==> config.mk <==
export PLATFORM = sky130hd
export DESIGN_NAME = sorted_priority_queue
export DESIGN_NICKNAME = d
export VERILOG_FILES = /design/src/rtl/core/spq_pkg.sv /design/src/rtl/core/sorted_priority_queue.sv /design/src/rtl/core/spq_cell.sv
export SDC_FILE = /design/constraint.sdc
export NUM_CORES = 2
export LEC_CHECK = 0
export BUFFER_PORTS_ARGS = -buffer_cell sky130_fd_sc_hd__clkbuf_2
export CELL_PAD_IN_SITES_DETAIL_PLACEMENT = 1
export CELL_PAD_IN_SITES_GLOBAL_PLACEMENT = 2
export CORE_MARGIN = 1
export CORE_UTILIZATION = 30
export DETAILED_ROUTE_END_ITERATION = 10
export PLACE_DENSITY_LB_ADDON = 0.1
export SETUP_SLACK_MARGIN = 0.1
export SLEW_MARGIN = 25
export SYNTH_ARGS = -nofsm -noshare
export SYNTH_HDL_FRONTEND = slang
export SYNTH_HIERARCHICAL = 1
export SYNTH_SLANG_ARGS = --single-unit
export TNS_END_PERCENT = 1
==> constraint.sdc <==
create_clock -name clk -period 4.45 [get_ports clk]
set_input_delay 0.2225 -clock clk [delete_from_list [all_inputs] [get_ports clk]]
set_output_delay 0.2225 -clock clk [all_outputs]
set_load 0.02 [all_outputs]
==> src/rtl/core/spq_pkg.sv <==
package spq_pkg;

  // Operation codes
  localparam logic OP_INSERT = 1'b0;
  localparam logic OP_DUMP   = 1'b1;

  // Result status codes
  localparam logic [1:0] ST_INSERTED = 2'd0;
  localparam logic [1:0] ST_FULL     = 2'd1;
  localparam logic [1:0] ST_RECORD   = 2'd2;
  localparam logic [1:0] ST_EMPTY    = 2'd3;

  // Input beat
  typedef struct packed {
    logic        op;
    logic [15:0] customer_id;
    logic [2:0]  account_class;
    logic [31:0] deposit;
  } in_t;

  // Output beat
  typedef struct packed {
    logic [15:0] rec_customer_id;
    logic [2:0]  rec_class;
    logic [31:0] rec_deposit;
    logic [1:0]  status;
    logic        last;
  } out_t;

  // One stored record
  typedef struct packed {
    logic [2:0]  cls;
    logic [15:0] id;
    logic [31:0] dep;
  } rec_t;

  // Control broadcast to every cell
  typedef struct packed {
    logic insert;
    logic rotate;
    rec_t new_rec;
  } ctl_t;

endpackage

==> src/rtl/core/sorted_priority_queue.sv <==
// Insert: result beat on the next cycle; one insert per cycle
//   while the output is drained, since the shift into the cell row is registered with the beat.
// Dump of n (nonzero) records: n result beats, one per cycle while the output is drained,
//   as the row rotates once per beat; the next item is taken after the last beat is accepted.
// Reset (rst, synchronous): queue empty, no result pending. Record storage is not cleared.
module sorted_priority_queue #(
  parameter int QUEUE_DEPTH = 16
) (
  input  logic          clk,
  input  logic          rst,
  input  logic          in_valid,
  output logic          in_ready,
  input  spq_pkg::in_t  in_data,
  output logic          out_valid,
  input  logic          out_ready,
  output spq_pkg::out_t out_data
);
  import spq_pkg::*;

  localparam int CW = $clog2(QUEUE_DEPTH + 1);

  typedef enum logic [1:0] {
    S_IDLE = 2'b01,
    S_DUMP = 2'b10
  } state_t;

  state_t        state;
  logic [CW-1:0] fill_count;
  logic [CW-1:0] dump_cnt;
  ctl_t          ctl;
  rec_t          recs  [QUEUE_DEPTH];
  logic          keeps [QUEUE_DEPTH];
  logic          occs  [QUEUE_DEPTH];
  logic          in_fire;
  logic          out_free;
  logic          full;
  logic          dump_last;
  logic          load_out;
  out_t          out_next;

  assign out_free  = !out_valid || out_ready;
  assign in_ready  = (state == S_IDLE) && out_free;
  assign in_fire   = in_valid && in_ready;
  assign full      = (fill_count == CW'(QUEUE_DEPTH));
  assign dump_last = ((dump_cnt + CW'(1)) == fill_count);

  // Cell row
  for (genvar i = 0; i < QUEUE_DEPTH; i++) begin : g_cell
    assign occs[i] = (fill_count > CW'(i));
    if (i == 0) begin : g_first
      spq_cell u_cell (
        .clk       (clk),
        .ctl       (ctl),
        .occ       (occs[i]),
        .prev_keep (1'b1),
        .prev_rec  (ctl.new_rec),
        .next_occ  (occs[i+1]),
        .next_rec  (recs[i+1]),
        .head_rec  (recs[0]),
        .rec       (recs[i]),
        .keep      (keeps[i])
      );
    end else if (i == QUEUE_DEPTH - 1) begin : g_tail
      spq_cell u_cell (
        .clk       (clk),
        .ctl       (ctl),
        .occ       (occs[i]),
        .prev_keep (keeps[i-1]),
        .prev_rec  (recs[i-1]),
        .next_occ  (1'b0),
        .next_rec  (recs[0]),
        .head_rec  (recs[0]),
        .rec       (recs[i]),
        .keep      (keeps[i])
      );
    end else begin : g_mid
      spq_cell u_cell (
        .clk       (clk),
        .ctl       (ctl),
        .occ       (occs[i]),
        .prev_keep (keeps[i-1]),
        .prev_rec  (recs[i-1]),
        .next_occ  (occs[i+1]),
        .next_rec  (recs[i+1]),
        .head_rec  (recs[0]),
        .rec       (recs[i]),
        .keep      (keeps[i])
      );
    end
  end

  // Cell control and next output beat
  always_comb begin
    ctl.insert      = 1'b0;
    ctl.rotate      = 1'b0;
    ctl.new_rec.cls = in_data.account_class;
    ctl.new_rec.id  = in_data.customer_id;
    ctl.new_rec.dep = in_data.deposit;
    load_out        = 1'b0;
    out_next        = '0;
    out_next.last   = 1'b1;
    case (state)
      S_IDLE: begin
        if (in_fire) begin
          if (in_data.op == OP_INSERT) begin
            load_out        = 1'b1;
            ctl.insert      = !full;
            out_next.status = full ? ST_FULL : ST_INSERTED;
          end else if (fill_count == '0) begin
            load_out        = 1'b1;
            out_next.status = ST_EMPTY;
          end
        end
      end
      S_DUMP: begin
        if (out_free) begin
          load_out                 = 1'b1;
          ctl.rotate               = 1'b1;
          out_next.rec_customer_id = recs[0].id;
          out_next.rec_class       = recs[0].cls;
          out_next.rec_deposit     = recs[0].dep;
          out_next.status          = ST_RECORD;
          out_next.last            = dump_last;
        end
      end
      default: begin
      end
    endcase
  end

  // Control state
  always_ff @(posedge clk) begin
    if (rst) begin
      state      <= S_IDLE;
      fill_count <= '0;
      dump_cnt   <= '0;
      out_valid  <= 1'b0;
    end else begin
      if (load_out) begin
        out_valid <= 1'b1;
      end else if (out_ready) begin
        out_valid <= 1'b0;
      end
      if (ctl.insert) begin
        fill_count <= fill_count + CW'(1);
      end
      case (state)
        S_IDLE: begin
          if (in_fire && in_data.op == OP_DUMP && fill_count != '0) begin
            state    <= S_DUMP;
            dump_cnt <= '0;
          end
        end
        S_DUMP: begin
          if (out_free) begin
            dump_cnt <= dump_cnt + CW'(1);
            if (dump_last) begin
              state <= S_IDLE;
            end
          end
        end
        default: begin
          state <= S_IDLE;
        end
      endcase
    end
  end

  // Output payload
  always_ff @(posedge clk) begin
    if (load_out) begin
      out_data <= out_next;
    end
  end

endmodule

==> src/rtl/core/spq_cell.sv <==
module spq_cell (
  input  logic          clk,
  input  spq_pkg::ctl_t ctl,
  input  logic          occ,
  input  logic          prev_keep,
  input  spq_pkg::rec_t prev_rec,
  input  logic          next_occ,
  input  spq_pkg::rec_t next_rec,
  input  spq_pkg::rec_t head_rec,
  output spq_pkg::rec_t rec,
  output logic          keep
);
  import spq_pkg::*;

  // Record stays in place on insert when it sorts at or before the new one
  assign keep = occ && (rec.cls <= ctl.new_rec.cls);

  // Insert: take the new record at the boundary, shift right past it.
  // Rotate: move left within the occupied run, tail takes the head.
  always_ff @(posedge clk) begin
    if (ctl.insert && !keep) begin
      rec <= prev_keep ? ctl.new_rec : prev_rec;
    end else if (ctl.rotate && occ) begin
      rec <= next_occ ? next_rec : head_rec;
    end
  end

endmodule

==> run summary <==
Area after DPL - 59490 sq um
Clock Latency Late Sink - 0.77 ns
Fin Clk Skew - 0.02525 ns
Cell area after layout - 63370 sq um
# fillers - 19480
Die boundary height - 436.1 um
WS Path Type - reg -> reg
Syn Nets - 4171
Nets - 4219
Worst-case clock buffer depth - 3
TritonCTS buffer count - 117
Final hold vios - 0
Synth Cell Area - 56540 sq um
Worst reg-to-reg setup slack - 0.76 ns
CTS Sinks - 883
Fin. max-slew vios - 0
Max_slew headroom - 30.88%
Starting Density - 30.36%
CP Launch Point - fill_count[4]
RSZ-0062 raised after global routing - false
Syn_area_per_cell - 13.93 sq um
Via count - 35640
GR Util met1 - 28.86%
Placed instance count - 6463
Fmax achieved - 270.7 MHz
Vias per inst - 5.327
Total Power - 28.19 mW
Post-route ant nets - 0
First-pass GRT wire length - 297200 um
Syn Inst Count - 4059
GR peak layer - met2
Pwr/cell area - 444.9 nW/um^2
Fin crit share - 83.01%
Critical path endpoint - g_cell[4].g_mid.u_cell/rec[39]
Die area - 190200 sq um
Area Overhead vs Synth - 12.08%
Clock transition at path regs - 0.06 ns
Setup violators final - 0
Post-route setup TNS - 0 ns
Drt drc - 0
R2R cell count - 10
Critical path capture point type - flop
CTS tree - yes
Status - finished clean
Worst Path Required - 4.94 ns
Slew of the pin with the lowest slew margin - 1.037 ns
Total Wirelength - 207600 um
Critical Path Start Type - flop
Max-cap violations - 0
Met2 usage - 36.62%
Io pins - 112
Core area - 186200 sq um
PnR worst setup slack - 0.7560 ns
Die width - 436.1 um
Commonest non-fill, non-tap cell in the layout - mux2i_1
P_leak - 25.05 nW
Warnings from Yosys - 6
Rows - 158
Largest vdd supply drop - 0.3106 mV
Htree depth - 3
Initial antenna violation count - 6
Dpl hpwl - 123300 um
Met3 GRT Util - 2.446%
Worst hold margin - 0.1452 ns
DR iter-0 viols - 1578
Hold Path Class - in -> reg
Gr usage total - 21.42%
Reg2reg start - fill_count[4]
Largest net degree at the start of global routing - 57
Reg-to-reg endpoint - g_cell[4].g_mid.u_cell/rec[39]
Total grt overflow - 0
CTS root buf - clkbuf_16
DR WL/cell - 31.03 um
Fraction of layout cells with a size suffix above 1 - 12.36%
Critical Path Fanout Max - 38
Layout Cells excl Fill - 6690
Vias in the first global route - 39330
Number of buffer cells added on primary ports - 111
Initial DRT Pass Iterations - 5
Min Tclk post-route - 3.694 ns
Setup WS pre-CTS - 0.7734 ns
GPL Wtd Cong - 0.7418
Finished Core Util - 34.03%
Commonest cells after routing, fill and taps aside - 2449 x mux2i_1, 870 x edfxtp_1, 118 x clkbuf_16
Critical Path AT - 4.19 ns
layer usage:
| metal | part of all wire, % | vias to the layer above | wire, um |
|---|---|---|---|
| met5 | 0 | - | 0 |
| met4 | 2.1 | 0 | 4386 |
| met3 | 2.4 | 238 | 4933 |
| met2 | 48 | 470 | 100500 |
| met1 | 47 | 19090 | 97800 |
| li1 | - | 15840 | - |
state kept, by name, summed over array words and instances, names as in the netlist:
name and flops:
dump_cnt 5, fill_count 5, g_cell.g_first.u_cell/rec 51, g_cell.g_mid.u_cell/rec 714, g_cell.g_tail.u_cell/rec 51, out_data 54, out_valid 1, state 2
repair_timing:
action                                 4_1_cts  5_1_grt
gates resized for setup                      0        0
endpoints found under the hold margin       11        0
buffers inserted                             0        0
hold buffers                                 5        0
layout make-up:
type,instances,area (sq um),area share (%)
multi-input combinational,2807,27770,43.82
timing repair buffer,239,2054,3.242
tap,2480,3103,4.897
antenna,4,10.01,0.01580
sequential,883,26390,41.64
inverter,59,226.5,0.3574
clock inverter,70,723.2,1.141
clock buffer,148,3095,4.885
worst min path at each step:
stage / startpoint / to / depth (start not counted)
2_1_floorplan: rst / dump_cnt[3] / 3
3_5_place_dp: dump_cnt[1] / dump_cnt[1] / 1
6_report: in_data[45] / g_cell[6].g_mid.u_cell/rec[42] / 3
4_1_cts: in_data[23] / g_cell[8].g_mid.u_cell/rec[23] / 3
3_3_place_gp: dump_cnt[1] / dump_cnt[1] / 1
5_1_grt: in_data[20] / g_cell[3].g_mid.u_cell/rec[20] / 3
worst max-delay path, cell delays in order (launching register included):
cell and delay, ns:
dfxtp_1 0.40, nor2_1 0.66, inv_6 0.02, nor2_1 0.55, o21ai_4 0.14, buf_4 0.26
or4b_4 0.26, nand2_4 0.22, buf_12 0.28, mux2i_1 0.28, mux2i_1 0.10
where the power goes:
part	switching, mW	total, mW	internal, mW	leakage, nW
clock	4.11	9.76	5.65	1.88
combinational	4.30	7.11	2.81	15.0
sequential	0.745	11.3	10.6	8.19
total	9.16	28.2	19.0	25.0
Power figures use the tool's default switching activity.
